<file path="config.mk">
export PLATFORM = sky130hd
export DESIGN_NAME = bmp_rows_to_rgb565_writer_unit_flat
export DESIGN_NICKNAME = d
export VERILOG_FILES = /design/src/rtl/brw_pkg.sv /design/src/rtl/brw_if.sv /design/src/rtl/brw_front.sv /design/src/rtl/brw_queue.sv /design/src/rtl/brw_back.sv /design/src/rtl/bmp_rows_to_rgb565_writer_unit.sv /design/src/flat_wrapper.sv
export SDC_FILE = /design/constraint.sdc
export NUM_CORES = 1
export LEC_CHECK = 0
export ABC_AREA = 1
export CORE_UTILIZATION = 50
export CTS_CLUSTER_DIAMETER = 50
export DETAILED_ROUTE_END_ITERATION = 7
export DONT_BUFFER_PORTS = 1
export HOLD_SLACK_MARGIN = 0.08
export REMOVE_ABC_BUFFERS = 1
export SETUP_SLACK_MARGIN = 0.05
export SLEW_MARGIN = 15
export SYNTH_ARGS = -nofsm -noshare
export SYNTH_HDL_FRONTEND = slang
export SYNTH_SLANG_ARGS = --single-unit
export TNS_END_PERCENT = 20
</file>
<file path="constraint.sdc">
create_clock -name clk -period 24.9 [get_ports clk]
set_clock_uncertainty 0.2 [all_clocks]
set_input_delay 3.735 -clock clk [delete_from_list [all_inputs] [get_ports clk]]
set_output_delay 3.735 -clock clk [all_outputs]
set_load 0.05 [all_outputs]
</file>
<file path="src/rtl/brw_pkg.sv">
// Package for the BMP row to RGB565 writer.
// Holds result records, queue entries, register indexes and sizing constants.
// No dependencies; every other file of the block but brw_if imports it.
package brw_pkg;

    localparam int BRW_MAX_WIDTH  = 1024;
    localparam int BRW_MAX_HEIGHT = 1024;

    localparam int CFG_INDEX_W = 3;
    localparam int CFG_DATA_W  = 11;

    localparam int QUEUE_DEPTH = 4;
    localparam int QUEUE_PTR_W = $clog2(QUEUE_DEPTH);
    localparam int QUEUE_CNT_W = $clog2(QUEUE_DEPTH + 1);

    localparam logic KIND_PIXEL  = 1'b0;
    localparam logic KIND_CURSOR = 1'b1;

    typedef enum logic [CFG_INDEX_W-1:0] {
        CFG_BYTES_PER_PIXEL = 3'd0,
        CFG_IMAGE_WIDTH     = 3'd1,
        CFG_IMAGE_HEIGHT    = 3'd2,
        CFG_X_ORIGIN        = 3'd3,
        CFG_Y_ORIGIN        = 3'd4
    } cfg_index_t;

    typedef struct packed {
        logic        kind;
        logic [15:0] pixel_color;
        logic [7:0]  cursor_x;
        logic [10:0] cursor_y;
        logic        image_done;
    } result_rec_t;

    typedef struct packed {
        result_rec_t first;
        result_rec_t second;
        logic        two_beats;
    } queue_entry_t;

    typedef struct packed {
        logic         valid;
        queue_entry_t entry;
    } queue_push_t;

    typedef struct packed {
        logic         valid;
        queue_entry_t entry;
    } queue_head_t;

endpackage

</file>
<file path="src/rtl/brw_if.sv">
// Handshake interfaces for the BMP row to RGB565 writer.
// The byte channel carries source bytes; the result channel carries commands.
// No dependencies.
interface brw_byte_if;
    logic       valid;
    logic       ready;
    logic [7:0] pixel_byte;

    modport source (output valid, output pixel_byte, input ready);
    modport sink (input valid, input pixel_byte, output ready);
endinterface

interface brw_result_if;
    logic        valid;
    logic        ready;
    logic        kind;
    logic [15:0] pixel_color;
    logic [7:0]  cursor_x;
    logic [10:0] cursor_y;
    logic        image_done;
    logic        last;

    modport source (output valid, output kind, output pixel_color, output cursor_x,
                    output cursor_y, output image_done, output last, input ready);
    modport sink (input valid, input kind, input pixel_color, input cursor_x,
                  input cursor_y, input image_done, input last, output ready);
endinterface

</file>
<file path="src/rtl/brw_front.sv">
// Front end of the writer: configuration registers, row and pixel tracking.
// Turns accepted bytes into queue entries of up to two results; not every byte gives one.
// Depends on brw_pkg and brw_if.
module brw_front #(
    parameter int MAX_WIDTH  = brw_pkg::BRW_MAX_WIDTH,
    parameter int MAX_HEIGHT = brw_pkg::BRW_MAX_HEIGHT
) (
    input  logic                               clk,
    input  logic                               rst_n,
    input  logic                               cfg_we,
    input  logic [brw_pkg::CFG_INDEX_W-1:0]    cfg_index,
    input  logic [brw_pkg::CFG_DATA_W-1:0]     cfg_data,
    brw_byte_if.sink                           pixels,
    input  logic                               queue_full,
    output brw_pkg::queue_push_t               push
);
    import brw_pkg::*;

    logic [2:0]  bpp_cfg_reg;
    logic [10:0] width_cfg_reg;
    logic [10:0] height_cfg_reg;
    logic [7:0]  x_origin_reg;
    logic [9:0]  y_origin_reg;

    logic        started_reg, started_next;
    logic [1:0]  phase_reg, phase_next;
    logic [15:0] accum_reg, accum_next;
    logic [12:0] rbc_reg, rbc_next;
    logic [10:0] row_reg, row_next;
    logic [10:0] rows_left_reg, rows_left_next;

    logic [2:0]  bpp;
    logic [10:0] w_eff;
    logic [10:0] h_eff;
    logic [12:0] data_bytes;
    logic [12:0] stride_sum;
    logic [12:0] stride;

    logic [1:0]  eff_phase;
    logic [15:0] eff_accum;
    logic [12:0] eff_rbc;
    logic [10:0] eff_row;
    logic [10:0] eff_rows_left;

    logic        in_fire;
    logic        pixel_active;
    logic        pixel_complete;
    logic        pixel_done;
    logic [15:0] contrib;
    logic [15:0] color;
    logic [12:0] rbc_inc;
    logic        row_end;
    logic [10:0] rows_left_dec;
    logic        row_cursor;
    logic [10:0] next_row;

    result_rec_t start_rec;
    result_rec_t pixel_rec;
    result_rec_t row_rec;

    function automatic logic [15:0] contribute(input logic [2:0] size, input logic [1:0] ph,
                                               input logic [7:0] b);
        logic [15:0] v;
        v = '0;
        if (size == 3'd2) begin
            case (ph)
                2'd0:    v = {7'b0, b[7:5], 1'b0, b[4:0]};
                2'd1:    v = {b[6:0], 9'b0};
                default: v = '0;
            endcase
        end else begin
            case (ph)
                2'd0:    v = {11'b0, b[7:3]};
                2'd1:    v = {5'b0, b[7:2], 5'b0};
                2'd2:    v = {b[7:3], 11'b0};
                default: v = '0;
            endcase
        end
        return v;
    endfunction

    always_ff @(posedge clk or negedge rst_n) begin
        if (!rst_n) begin
            bpp_cfg_reg    <= 3'd3;
            width_cfg_reg  <= 11'd1;
            height_cfg_reg <= 11'd1;
            x_origin_reg   <= '0;
            y_origin_reg   <= '0;
        end else if (cfg_we) begin
            unique case (cfg_index)
                CFG_BYTES_PER_PIXEL: bpp_cfg_reg    <= cfg_data[2:0];
                CFG_IMAGE_WIDTH:     width_cfg_reg  <= cfg_data;
                CFG_IMAGE_HEIGHT:    height_cfg_reg <= cfg_data;
                CFG_X_ORIGIN:        x_origin_reg   <= cfg_data[7:0];
                CFG_Y_ORIGIN:        y_origin_reg   <= cfg_data[9:0];
                default:             ;
            endcase
        end
    end

    always_comb begin
        if (bpp_cfg_reg == 3'd2 || bpp_cfg_reg == 3'd4) begin
            bpp = bpp_cfg_reg;
        end else begin
            bpp = 3'd3;
        end

        if (width_cfg_reg == '0) begin
            w_eff = 11'd1;
        end else if ({2'b0, width_cfg_reg} > 13'(MAX_WIDTH)) begin
            w_eff = 11'(MAX_WIDTH);
        end else begin
            w_eff = width_cfg_reg;
        end

        if (height_cfg_reg == '0) begin
            h_eff = 11'd1;
        end else if ({2'b0, height_cfg_reg} > 13'(MAX_HEIGHT)) begin
            h_eff = 11'(MAX_HEIGHT);
        end else begin
            h_eff = height_cfg_reg;
        end

        case (bpp)
            3'd2:    data_bytes = {1'b0, w_eff, 1'b0};
            3'd4:    data_bytes = {w_eff, 2'b0};
            default: data_bytes = {1'b0, w_eff, 1'b0} + {2'b0, w_eff};
        endcase
        stride_sum = data_bytes + 13'd3;
        stride     = {stride_sum[12:2], 2'b0};
    end

    always_comb begin
        if (started_reg) begin
            eff_phase     = phase_reg;
            eff_accum     = accum_reg;
            eff_rbc       = rbc_reg;
            eff_row       = row_reg;
            eff_rows_left = rows_left_reg;
        end else begin
            eff_phase     = '0;
            eff_accum     = '0;
            eff_rbc       = '0;
            eff_row       = h_eff - 11'd1 + {1'b0, y_origin_reg};
            eff_rows_left = h_eff;
        end

        in_fire        = pixels.valid && pixels.ready;
        pixel_active   = eff_rbc < data_bytes;
        contrib        = contribute(bpp, eff_phase, pixels.pixel_byte);
        color          = eff_accum | contrib;
        pixel_complete = pixel_active && (({1'b0, eff_phase} + 3'd1) >= bpp);
        pixel_done     = (eff_rows_left <= 11'd1)
                         && (({1'b0, eff_rbc} + 14'd1) >= {1'b0, data_bytes});
        rbc_inc        = eff_rbc + 13'd1;
        row_end        = rbc_inc >= stride;
        rows_left_dec  = eff_rows_left - 11'd1;
        row_cursor     = row_end && (rows_left_dec != '0);
        next_row       = eff_row - 11'd1;

        start_rec = '{kind: KIND_CURSOR, pixel_color: '0, cursor_x: x_origin_reg,
                      cursor_y: eff_row, image_done: 1'b0};
        pixel_rec = '{kind: KIND_PIXEL, pixel_color: color, cursor_x: '0,
                      cursor_y: '0, image_done: pixel_done};
        row_rec   = '{kind: KIND_CURSOR, pixel_color: '0, cursor_x: x_origin_reg,
                      cursor_y: next_row, image_done: 1'b0};

        push.valid = in_fire && (!started_reg || pixel_complete || row_cursor);
        push.entry.two_beats = (!started_reg && (pixel_complete || row_cursor))
                               || (pixel_complete && row_cursor);
        if (!started_reg) begin
            push.entry.first  = start_rec;
            push.entry.second = pixel_complete ? pixel_rec : row_rec;
        end else if (pixel_complete) begin
            push.entry.first  = pixel_rec;
            push.entry.second = row_rec;
        end else begin
            push.entry.first  = row_rec;
            push.entry.second = row_rec;
        end

        pixels.ready = !queue_full;

        started_next   = started_reg;
        phase_next     = phase_reg;
        accum_next     = accum_reg;
        rbc_next       = rbc_reg;
        row_next       = row_reg;
        rows_left_next = rows_left_reg;
        if (in_fire) begin
            started_next   = !(row_end && (rows_left_dec == '0));
            rbc_next       = row_end ? '0 : rbc_inc;
            rows_left_next = row_end ? rows_left_dec : eff_rows_left;
            row_next       = row_cursor ? next_row : eff_row;
            if (row_end || pixel_complete) begin
                phase_next = '0;
                accum_next = '0;
            end else if (pixel_active) begin
                phase_next = eff_phase + 2'd1;
                accum_next = color;
            end else begin
                phase_next = eff_phase;
                accum_next = eff_accum;
            end
        end
    end

    always_ff @(posedge clk or negedge rst_n) begin
        if (!rst_n) begin
            started_reg   <= 1'b0;
            phase_reg     <= '0;
            accum_reg     <= '0;
            rbc_reg       <= '0;
            row_reg       <= '0;
            rows_left_reg <= '0;
        end else begin
            started_reg   <= started_next;
            phase_reg     <= phase_next;
            accum_reg     <= accum_next;
            rbc_reg       <= rbc_next;
            row_reg       <= row_next;
            rows_left_reg <= rows_left_next;
        end
    end

endmodule

</file>
<file path="src/rtl/brw_queue.sv">
// Short queue between the front end and the output stage of the writer.
// Holds command entries of one or two results each.
// Depends on brw_pkg.
module brw_queue (
    input  logic                  clk,
    input  logic                  rst_n,
    input  brw_pkg::queue_push_t  push,
    input  logic                  pop,
    output brw_pkg::queue_head_t  head,
    output logic                  full
);
    import brw_pkg::*;

    queue_entry_t             slots [QUEUE_DEPTH];
    logic [QUEUE_PTR_W-1:0]   wr_ptr_reg, wr_ptr_next;
    logic [QUEUE_PTR_W-1:0]   rd_ptr_reg, rd_ptr_next;
    logic [QUEUE_CNT_W-1:0]   count_reg, count_next;
    logic                     do_push;
    logic                     do_pop;

    always_comb begin
        full       = count_reg == QUEUE_CNT_W'(QUEUE_DEPTH);
        head.valid = count_reg != '0;
        head.entry = slots[rd_ptr_reg];
        do_push    = push.valid && !full;
        do_pop     = pop && head.valid;

        wr_ptr_next = wr_ptr_reg;
        rd_ptr_next = rd_ptr_reg;
        if (do_push) begin
            wr_ptr_next = (wr_ptr_reg == QUEUE_PTR_W'(QUEUE_DEPTH - 1)) ? '0
                                                                        : wr_ptr_reg + 1'b1;
        end
        if (do_pop) begin
            rd_ptr_next = (rd_ptr_reg == QUEUE_PTR_W'(QUEUE_DEPTH - 1)) ? '0
                                                                        : rd_ptr_reg + 1'b1;
        end
        count_next = count_reg + QUEUE_CNT_W'(do_push) - QUEUE_CNT_W'(do_pop);
    end

    always_ff @(posedge clk) begin
        if (do_push) begin
            slots[wr_ptr_reg] <= push.entry;
        end
    end

    always_ff @(posedge clk or negedge rst_n) begin
        if (!rst_n) begin
            wr_ptr_reg <= '0;
            rd_ptr_reg <= '0;
            count_reg  <= '0;
        end else begin
            wr_ptr_reg <= wr_ptr_next;
            rd_ptr_reg <= rd_ptr_next;
            count_reg  <= count_next;
        end
    end

endmodule

</file>
<file path="src/rtl/brw_back.sv">
// Output stage of the writer: splits queue entries into result beats.
// Drives the result channel from a registered output stage.
// Depends on brw_pkg and brw_if.
module brw_back (
    input  logic                  clk,
    input  logic                  rst_n,
    input  brw_pkg::queue_head_t  head,
    output logic                  pop,
    brw_result_if.source          results
);
    import brw_pkg::*;

    logic        out_valid_reg, out_valid_next;
    logic        second_reg, second_next;
    result_rec_t out_rec_reg;
    logic        out_last_reg;
    logic        load;
    logic        take;
    logic        last_beat;
    result_rec_t beat_rec;

    always_comb begin
        load      = !out_valid_reg || results.ready;
        take      = load && head.valid;
        last_beat = second_reg || !head.entry.two_beats;
        beat_rec  = second_reg ? head.entry.second : head.entry.first;
        pop       = take && last_beat;

        second_next    = take ? !last_beat : second_reg;
        out_valid_next = take ? 1'b1 : (load ? 1'b0 : out_valid_reg);
    end

    always_ff @(posedge clk or negedge rst_n) begin
        if (!rst_n) begin
            out_valid_reg <= 1'b0;
            second_reg    <= 1'b0;
        end else begin
            out_valid_reg <= out_valid_next;
            second_reg    <= second_next;
        end
    end

    always_ff @(posedge clk) begin
        if (take) begin
            out_rec_reg  <= beat_rec;
            out_last_reg <= last_beat;
        end
    end

    assign results.valid       = out_valid_reg;
    assign results.kind        = out_rec_reg.kind;
    assign results.pixel_color = out_rec_reg.pixel_color;
    assign results.cursor_x    = out_rec_reg.cursor_x;
    assign results.cursor_y    = out_rec_reg.cursor_y;
    assign results.image_done  = out_rec_reg.image_done;
    assign results.last        = out_last_reg;

endmodule

</file>
<file path="src/rtl/bmp_rows_to_rgb565_writer_unit.sv">
// Top level of the BMP row to RGB565 writer: front end, queue and output stage.
// Depends on brw_pkg, brw_if, brw_front, brw_queue and brw_back.
//
// The block takes the pixel-data bytes of a bottom-up BMP, padding included, one byte per
// cycle on the pixels channel and gives set-cursor commands and RGB565 pixel writes on the
// results channel. A byte is taken whenever the four-entry queue has room. Most bytes cause
// at most one result, and the output stage gives one beat per cycle while results are taken.
// The last data byte of a row without padding, when more rows follow, causes a pixel write
// and a set-cursor command, given as two beats; the queue absorbs these, and the sustained
// rate is set by the result port at one beat per cycle. The user must write registers only
// while the block is idle, which the block does not enforce; writes take effect on the next byte.
module bmp_rows_to_rgb565_writer_unit #(
    parameter int MAX_WIDTH  = brw_pkg::BRW_MAX_WIDTH,
    parameter int MAX_HEIGHT = brw_pkg::BRW_MAX_HEIGHT
) (
    input  logic                             clk,
    input  logic                             rst_n,
    input  logic                             cfg_we,
    input  logic [brw_pkg::CFG_INDEX_W-1:0]  cfg_index,
    input  logic [brw_pkg::CFG_DATA_W-1:0]   cfg_data,
    brw_byte_if.sink                         pixels,
    brw_result_if.source                     results
);
    import brw_pkg::*;

    queue_push_t push;
    queue_head_t head;
    logic        queue_full;
    logic        pop;

    brw_front #(
        .MAX_WIDTH  (MAX_WIDTH),
        .MAX_HEIGHT (MAX_HEIGHT)
    ) u_front (
        .clk        (clk),
        .rst_n      (rst_n),
        .cfg_we     (cfg_we),
        .cfg_index  (cfg_index),
        .cfg_data   (cfg_data),
        .pixels     (pixels),
        .queue_full (queue_full),
        .push       (push)
    );

    brw_queue u_queue (
        .clk   (clk),
        .rst_n (rst_n),
        .push  (push),
        .pop   (pop),
        .head  (head),
        .full  (queue_full)
    );

    brw_back u_back (
        .clk     (clk),
        .rst_n   (rst_n),
        .head    (head),
        .pop     (pop),
        .results (results)
    );

endmodule

</file>
<file path="src/flat_wrapper.sv">
// flat-port wrapper written by rule: the top's interface ports become plain ports
module bmp_rows_to_rgb565_writer_unit_flat import brw_pkg::*;
#(
    parameter int MAX_WIDTH  = brw_pkg::BRW_MAX_WIDTH,
    parameter int MAX_HEIGHT = brw_pkg::BRW_MAX_HEIGHT
)
  (clk, rst_n, cfg_we, cfg_index, cfg_data, pixels_valid, pixels_pixel_byte, pixels_ready, results_valid, results_kind, results_pixel_color, results_cursor_x, results_cursor_y, results_image_done, results_last, results_ready);
  brw_byte_if pixels_i ();
  brw_result_if results_i ();
  input  logic clk;
  input  logic rst_n;
  input  logic cfg_we;
  input  logic [brw_pkg::CFG_INDEX_W-1:0] cfg_index;
  input  logic [brw_pkg::CFG_DATA_W-1:0] cfg_data;
  input wire logic [$bits(pixels_i.valid)-1:0] pixels_valid;
  input wire logic [$bits(pixels_i.pixel_byte)-1:0] pixels_pixel_byte;
  output wire logic [$bits(pixels_i.ready)-1:0] pixels_ready;
  output wire logic [$bits(results_i.valid)-1:0] results_valid;
  output wire logic [$bits(results_i.kind)-1:0] results_kind;
  output wire logic [$bits(results_i.pixel_color)-1:0] results_pixel_color;
  output wire logic [$bits(results_i.cursor_x)-1:0] results_cursor_x;
  output wire logic [$bits(results_i.cursor_y)-1:0] results_cursor_y;
  output wire logic [$bits(results_i.image_done)-1:0] results_image_done;
  output wire logic [$bits(results_i.last)-1:0] results_last;
  input wire logic [$bits(results_i.ready)-1:0] results_ready;
  assign pixels_i.valid = pixels_valid;
  assign pixels_i.pixel_byte = pixels_pixel_byte;
  assign pixels_ready = pixels_i.ready;
  assign results_valid = results_i.valid;
  assign results_kind = results_i.kind;
  assign results_pixel_color = results_i.pixel_color;
  assign results_cursor_x = results_i.cursor_x;
  assign results_cursor_y = results_i.cursor_y;
  assign results_image_done = results_i.image_done;
  assign results_last = results_i.last;
  assign results_i.ready = results_ready;
  bmp_rows_to_rgb565_writer_unit #(.MAX_WIDTH(MAX_WIDTH), .MAX_HEIGHT(MAX_HEIGHT)) u_core (.clk(clk), .rst_n(rst_n), .cfg_we(cfg_we), .cfg_index(cfg_index), .cfg_data(cfg_data), .pixels(pixels_i), .results(results_i));
endmodule
</file>
==> results by group, run 1 <==
Synthesis
  – Ys flop type: edfxtp_1
  – Synth cell types: 55
  – Simple-gate portion of the synthesized area: 0.169
  – Syn Std Cell Area: about 22000 um^2
  – Post-synth EDFFs: ~340
  – Synth top area share: 0.470
  – Synth Register Bits: roughly 440
  – Largest family of logic cells by synthesized area: simple AND/OR/NAND/NOR gates
  – Mux share of post-synthesis cell area: 0
  – Mapped Cells: approximately 2200
  – Area contributors post-synth: edfxtp_1 (47%), dfrtp_1 (12%), nor2_1 (7.0%)
  – YS warnings: 0
  – Commonest cells post-synth: nor2_1 (405), nand2_1 (345), edfxtp_1 (338), o21ai_0 (260), inv_1 (201)
  – Most common cell in the synthesized netlist: nor2_1
  – Xor and xnor area share after synthesis: 0.0114
  – Synth Area in Adders: 0.0515
  – Mapped Avg Cell Area: between 9 and 10 um^2
  – Synth Area in Compound Gates: 0.118
  – Post-synthesis sequential area ratio: 0.593
  – Area leader, netlist: edfxtp_1
  – FFs w/ async S/R, synth: 0.239

Clock tree
  – Later-pin clock latency in the skew report: roughly 600 ps
  – Post-cts hold buffer count: 0
  – H-tree depth: 2
  – Clk buf depth: 3
  – Clock slew at reported path FFs: 50 ps
  – TritonCTS clock tree: yes
  – Cts bufs inserted: 49
  – CTS root buf: clkbuf_16
  – # resized after CTS: 0
  – Post-CTS Setup Bufs: 0
  – Clock net sink count: 444

Power and ir drop
  – Leak: 0.00975 uW
  – VDD IR max: 0.0000627 V
  – Total power: 3180 uW
  – Power Density: 134 nW/um^2

Cells and area
  – Final Core Density: 0.560
  – Share of layout cells above drive strength 1: 0.0614
  – Largest register FFs: 300
  – Nets: 2308
  – Final instance area: 23600 um^2
  – Synth-to-Final Area Change: 9.56%
  – # diodes: 0

Min path
  – Hold Path Class: flip-flop to flip-flop
  – Hold path startpoint: u_core.u_front.row_reg[6]$_DFFE_PN0P_
  – Worst hold path stage count: 2
  – Worst hold endpoint: u_core.u_front.row_reg[6]$_DFFE_PN0P_

Route
  – Length of the first detailed-routing pass in iterations: 5
  – Metal3 WL: 2.68 mm
  – Met1 WL: 23.5 mm
  – DRC viols: 0
  – Drt total wl: 50.9 mm
  – Post-DRT Antenna Nets: 0
  – Iter 0 DRT Violations: approximately 1200
  – Met2 wire length: 23.6 mm
  – DR WL/cell: 18.4 um
  – Avg Vias per Cell: between 5 and 6
  – Vias: 15500
  – Top Metal Used: met4

STA
  – RSZ-0062 raised after global routing: no
  – Minimum clock period: around 7300 ps
  – Slew @ Worst Pin: 1050 ps
  – Worst rel slew slack: 0.301
  – Max-slew violation count: 0
  – Final worst slack: 17620 ps
  – Setup TNS: 0 ps
  – Period utilization: 0.292
  – Hold Vio Cnt, Final: 0
  – Max Freq: 137 MHz
  – Final setup violation count: 0

Placement
  – Setup WS pre-CTS: around 17000 ps
  – Hpwl dp: 31.8 mm
  – Final GP Congestion: 0.878
  – Placed instance area: 22000 um^2
  – PortBufs: 0

Worst setup path
  – Crit-path max FO: 59
  – CP max-delay cell: buf_4
  – CP required: between 20000 and 25000 ps
  – Element type at the critical path end: flip-flop
  – Worst path most repeated cell: nand2_1
  – Critical Path AT: 7280 ps
  – RR Endpoint: u_core.u_queue.slots[2][32]$_DFFE_PP_
  – Crit path largest cell delay: 800 ps
  – Crit Path Class: flip-flop to flip-flop
  – R2r setup slk: approximately 18000 ps
  – Worst Reg-to-Reg Cells: 32
  – Startpoint type of the worst setup path: flip-flop
  – Reg2Reg Launch Point: u_core.u_front.width_cfg_reg[0]$_DFFE_PN1P_

Floorplan
  – Overall die width: 210 um
  – CORE AREA: 42200 um^2
  – I/O pins: 67
  – Die ar.: 44000 um^2
  – Die height: 210 um
  – Row count: 75
  – Initial Util: 0.511

Flow run
  – Max-cap viol count: 0

GRT
  – Total grt overflow: 0
  – Largest net degree at the start of global routing: 107
  – Total Routing Usage GR: 0.238
  – First-pass GRT wire length: 82.0 mm
  – Vias in the first global route: approximately 15000
  – Initial antenna violation count: 0

Run status
  – Status: finished clean
where the power goes:
group | internal, uW | switching [uW]
Sequential | 1100 | 191
Combinational | 343 | 839
Clock | 421 | 291
metrics by stage:
stage,std cells,hold WS [ps]
2_1_floorplan,2124,244
3_3_place_gp,2682,258
3_5_place_dp,2682,266
4_1_cts,2771,279
5_1_grt,2771,304
6_report,2771,280
worst max path at each step:
| stage | from | end | slack (ps) | cells past startpoint |
|---|---|---|---|---|
| final | u_core.u_front.width_cfg_reg[0]$_DFFE_PN1P_ | u_core.u_queue.slots[2][32]$_DFFE_PP_ | 17620 | 32 |
| after CTS | u_core.u_front.width_cfg_reg[0]$_DFFE_PN1P_ | u_core.u_queue.slots[2][48]$_DFFE_PP_ | 17380 | 30 |
| after global routing | u_core.u_front.width_cfg_reg[0]$_DFFE_PN1P_ | u_core.u_queue.slots[2][70]$_DFFE_PP_ | 16960 | 32 |
| after global placement | u_core.u_front.width_cfg_reg[0]$_DFFE_PN1P_ | u_core.u_queue.slots[0][48]$_DFFE_PP_ | 17670 | 30 |
| after floorplan | pixels_valid | u_core.u_queue.slots[0][0]$_DFFE_PP_ | 16080 | 4 |
| after detailed placement | u_core.u_front.width_cfg_reg[0]$_DFFE_PN1P_ | u_core.u_queue.slots[3][48]$_DFFE_PP_ | 17400 | 30 |
placed cells by master, fill, tap and decap left out, types with 14 or more instances in the layout:
cell type	Yosys	final
edfxtp_1	338	338
nor2_1	405	400
inv_1	201	198
o22ai_1	46	46
xor2_1	22	22
clkbuf_1	79	14
buf_4	2	19
nand2_1	345	345
dfrtp_1	102	99
a21oi_1	54	54
o21ai_0	260	260
ha_1	84	84
nand3_1	97	97
a31oi_1	43	42
nand4_1	20	20
clkbuf_16	0	53
worst max-delay path: cells and delay by family (launching register included):
family / cells / cell delay [ps]
compound gates: 2 / 360
fa+ha+maj: 3 / 920
buf+inv: 8 / 1350
flops: 1 / 520
simple gates: 19 / 3460
cell families after synthesis:
| logic type | after synthesis |
|---|---|
| buffers and inverters | 312 |
| DFF | 444 |
| and+or+nand+nor | 899 |
| adders and majority gates | 87 |
| xor gates and xnor gates | 28 |
| AOI/OAI and AO/OA | 454 |
area by class of cell:
cell class	count	area [um^2]
multi-input cells	1468	7620
repair buffers	19	143
clock buffers	67	1380
inverters	212	802
well taps	539	674
flip-flops and latches	444	12800
fillers	3699	18600
clock inverters	22	218
per-layer routing:
metal,vias up,global-route usage
li1,7557,-
met1,7421,0.329
met2,418,0.390
met3,83,0.0392
met4,0,0.0670
met5,-,0
Note: power is estimated with default switching activity, not from simulation.
==> run 2, diff against run 1 <==
clock period = 6.7 ns   (was 24.9 ns; I/O delays follow)
==> run 2 against run 1 <==
Wire length up 0.48%. Setup slack worse by 17000 ps. Fmax up 19%. Largest cell class unchanged.
==> results by group, run 2 (synthesized netlist as in run 1, its figures left out) <==
Power and ir drop
  – Power share of the clock group: 0.220
  – VDD IR max: 0.000306 V
  – Internal: about 6900 uW
  – Combinational share of power: 0.373
  – Total power: 11800 uW
  – Sequential cell fraction of total power: 0.408
  – Sw Ratio: 0.418
  – Switching Power: 4950 uW
  – Leak: 0.00978 uW
  – Power Density: 499 nW/um^2

Floorplan
  – CORE AREA: 42200 um^2
  – Row count: 75
  – I/O pins: 67
  – Die ar.: 44000 um^2
  – Overall die width: 210 um
  – Die height: 210 um
  – Initial Util: 0.511

Cells and area
  – Nets: 2315
  – Share of layout cells above drive strength 1: 0.0665
  – Largest register FFs: 300
  – Area occupied by multi-input gates: 7630 um^2
  – Storage cell area: 12800 um^2
  – Commonest cells after routing, fill and taps aside: nor2_1 (398), nand2_1 (345), edfxtp_1 (338)
  – Final instance area: 23700 um^2
  – # diodes: 0
  – Synth-to-Final Area Change: 9.97%
  – Commonest non-fill, non-tap cell in the layout: nor2_1
  – # fillers: 3648

Worst setup path
  – RR Endpoint: u_core.u_queue.count_reg[2]$_DFF_PN0_
  – Startpoint type of the worst setup path: flip-flop
  – Worst Setup SP: u_core.u_front.width_cfg_reg[0]$_DFFE_PN1P_
  – CP max-delay cell: dfstp_2
  – Worst path depth: 37
  – Crit-path max FO: 7
  – Element type at the critical path end: flip-flop
  – Number of buffer and inverter stages on the critical path: 9
  – R2r setup slk: 570 ps
  – Critical Path AT: 6450 ps
  – CP required: around 7000 ps
  – Worst Reg-to-Reg Cells: 37
  – Crit Path Class: flip-flop to flip-flop
  – Reg2Reg Launch Point: u_core.u_front.width_cfg_reg[0]$_DFFE_PN1P_
  – Crit path max-delay family: simple AND/OR/NAND/NOR gates
  – Crit path largest cell delay: about 540 ps
  – Worst Setup EP: u_core.u_queue.count_reg[2]$_DFF_PN0_

Route
  – Length of the first detailed-routing pass in iterations: 5
  – Vias: 15400
  – Avg Vias per Cell: 5.53
  – Post-DRT Antenna Nets: 0
  – Drt total wl: 51.2 mm
  – DR WL/cell: ~18 um
  – DRC viols: 0
  – Iter 0 DRT Violations: 1089

GRT
  – Vias in the first global route: 15100
  – First-pass GRT wire length: between 80 and 90 mm
  – Total grt overflow: 0
  – Initial antenna violation count: 0
  – Largest net degree at the start of global routing: about 110
  – Total Routing Usage GR: 0.239

STA
  – Slew @ Worst Pin: around 1000 ps
  – Minimum clock period: around 6100 ps
  – RSZ-0062 raised after global routing: no
  – Hold Vio Cnt, Final: 0
  – Worst rel slew slack: 0.332
  – Final setup violation count: 0
  – Max Freq: 163 MHz
  – Max-slew violation count: 0
  – Period utilization: 0.915

Flow run
  – Max-cap viol count: 0

Placement
  – Placed instance area: 22100 um^2
  – Final GP Congestion: between 0.8 and 0.9
  – Hpwl dp: approximately 30 mm
  – PortBufs: 0

Clock tree
  – H-tree depth: 2
  – Clock net sink count: around 440
  – TritonCTS clock tree: yes
  – Clk buf depth: 3
  – CTS root buf: clkbuf_16
  – Clock slew at reported path FFs: 60 ps
  – Later-pin clock latency in the skew report: 590 ps
  – Cts bufs inserted: 50

Run status
  – Status: finished clean

Min path
  – Hold Path Class: input port to async pin
-- run 2: cell count changes in the layout (fill, tap and decap cells not counted), sizes merged --
cell      change
buf           +6
bufinv        -1
clkbuf        -2
clkinv        +1
clkinvlp      +1
inv           +3
-- run 2: cell type report --
type | count | share of cell area
Inverter | 212 | 0.0338
Sequential cell | 444 | 0.540
Clock inverter | 26 | 0.00970
Multi-Input combinational cell | 1468 | 0.321
Tap cell | 539 | 0.0284
Timing Repair Buffer | 25 | 0.0109
Clock buffer | 65 | 0.0560
-- run 2: repair_timing --
item | 4_1_cts | 5_1_grt
setup buffers | 0 | 0
endpoints found under the hold margin | 106 | 0
hold buffers | 1 | 0
setup endpoints to repair | 0 | 30
resized for setup | 0 | 6
-- run 2: how the worst min path moves through the flow --
stage	startpoint	endpoint	slack (ps)	depth (start not counted)
after detailed placement	u_core.u_front.row_reg[10]$_DFFE_PN0P_	u_core.u_front.row_reg[10]$_DFFE_PN0P_	260	2
final	rst_n	u_core.u_front.rbc_reg[5]$_DFFE_PN0P_	150	1
after global placement	u_core.u_front.row_reg[10]$_DFFE_PN0P_	u_core.u_front.row_reg[10]$_DFFE_PN0P_	260	2
after global routing	rst_n	u_core.u_front.rbc_reg[5]$_DFFE_PN0P_	180	1
after floorplan	u_core.u_front.row_reg[10]$_DFFE_PN0P_	u_core.u_front.row_reg[10]$_DFFE_PN0P_	240	2
after CTS	rst_n	u_core.u_front.rbc_reg[6]$_DFFE_PN0P_	160	1
-- run 2: through the flow --
step	instances	setup WS, ps	setup TNS (ps)	util	hold WS [ps]
floorplan	2124	-1680	-506080	-	244
global placement	2687	444	0	0.524	256
detailed placement	2687	323	0	0.524	264
CTS	2779	285	0	0.562	159
global route	2779	86.9	0	0.562	185
finish	2779	569	0	0.562	152
-- run 2: power by group through the flow --
stage / Clock [uW] / Sequential (uW) / Combinational (uW)
2_1_floorplan: 0 / 4880 / 2990
3_3_place_gp: 0 / 4870 / 4330
3_5_place_dp: 0 / 4880 / 4410
4_1_cts: 2660 / 4830 / 4440
5_1_grt: 2760 / 4910 / 5030
6_report: 2600 / 4830 / 4410
-- run 2: layer usage --
| metal | global-route usage | vias to the layer above | wire length [um] |
|---|---|---|---|
| li1 | - | 7586 | - |
| met1 | 0.333 | 7368 | 23900 |
| met2 | 0.389 | 353 | 23800 |
| met3 | 0.0413 | 70 | 2410 |
| met4 | 0.0639 | 0 | 1020 |
| met5 | 0 | - | 0 |
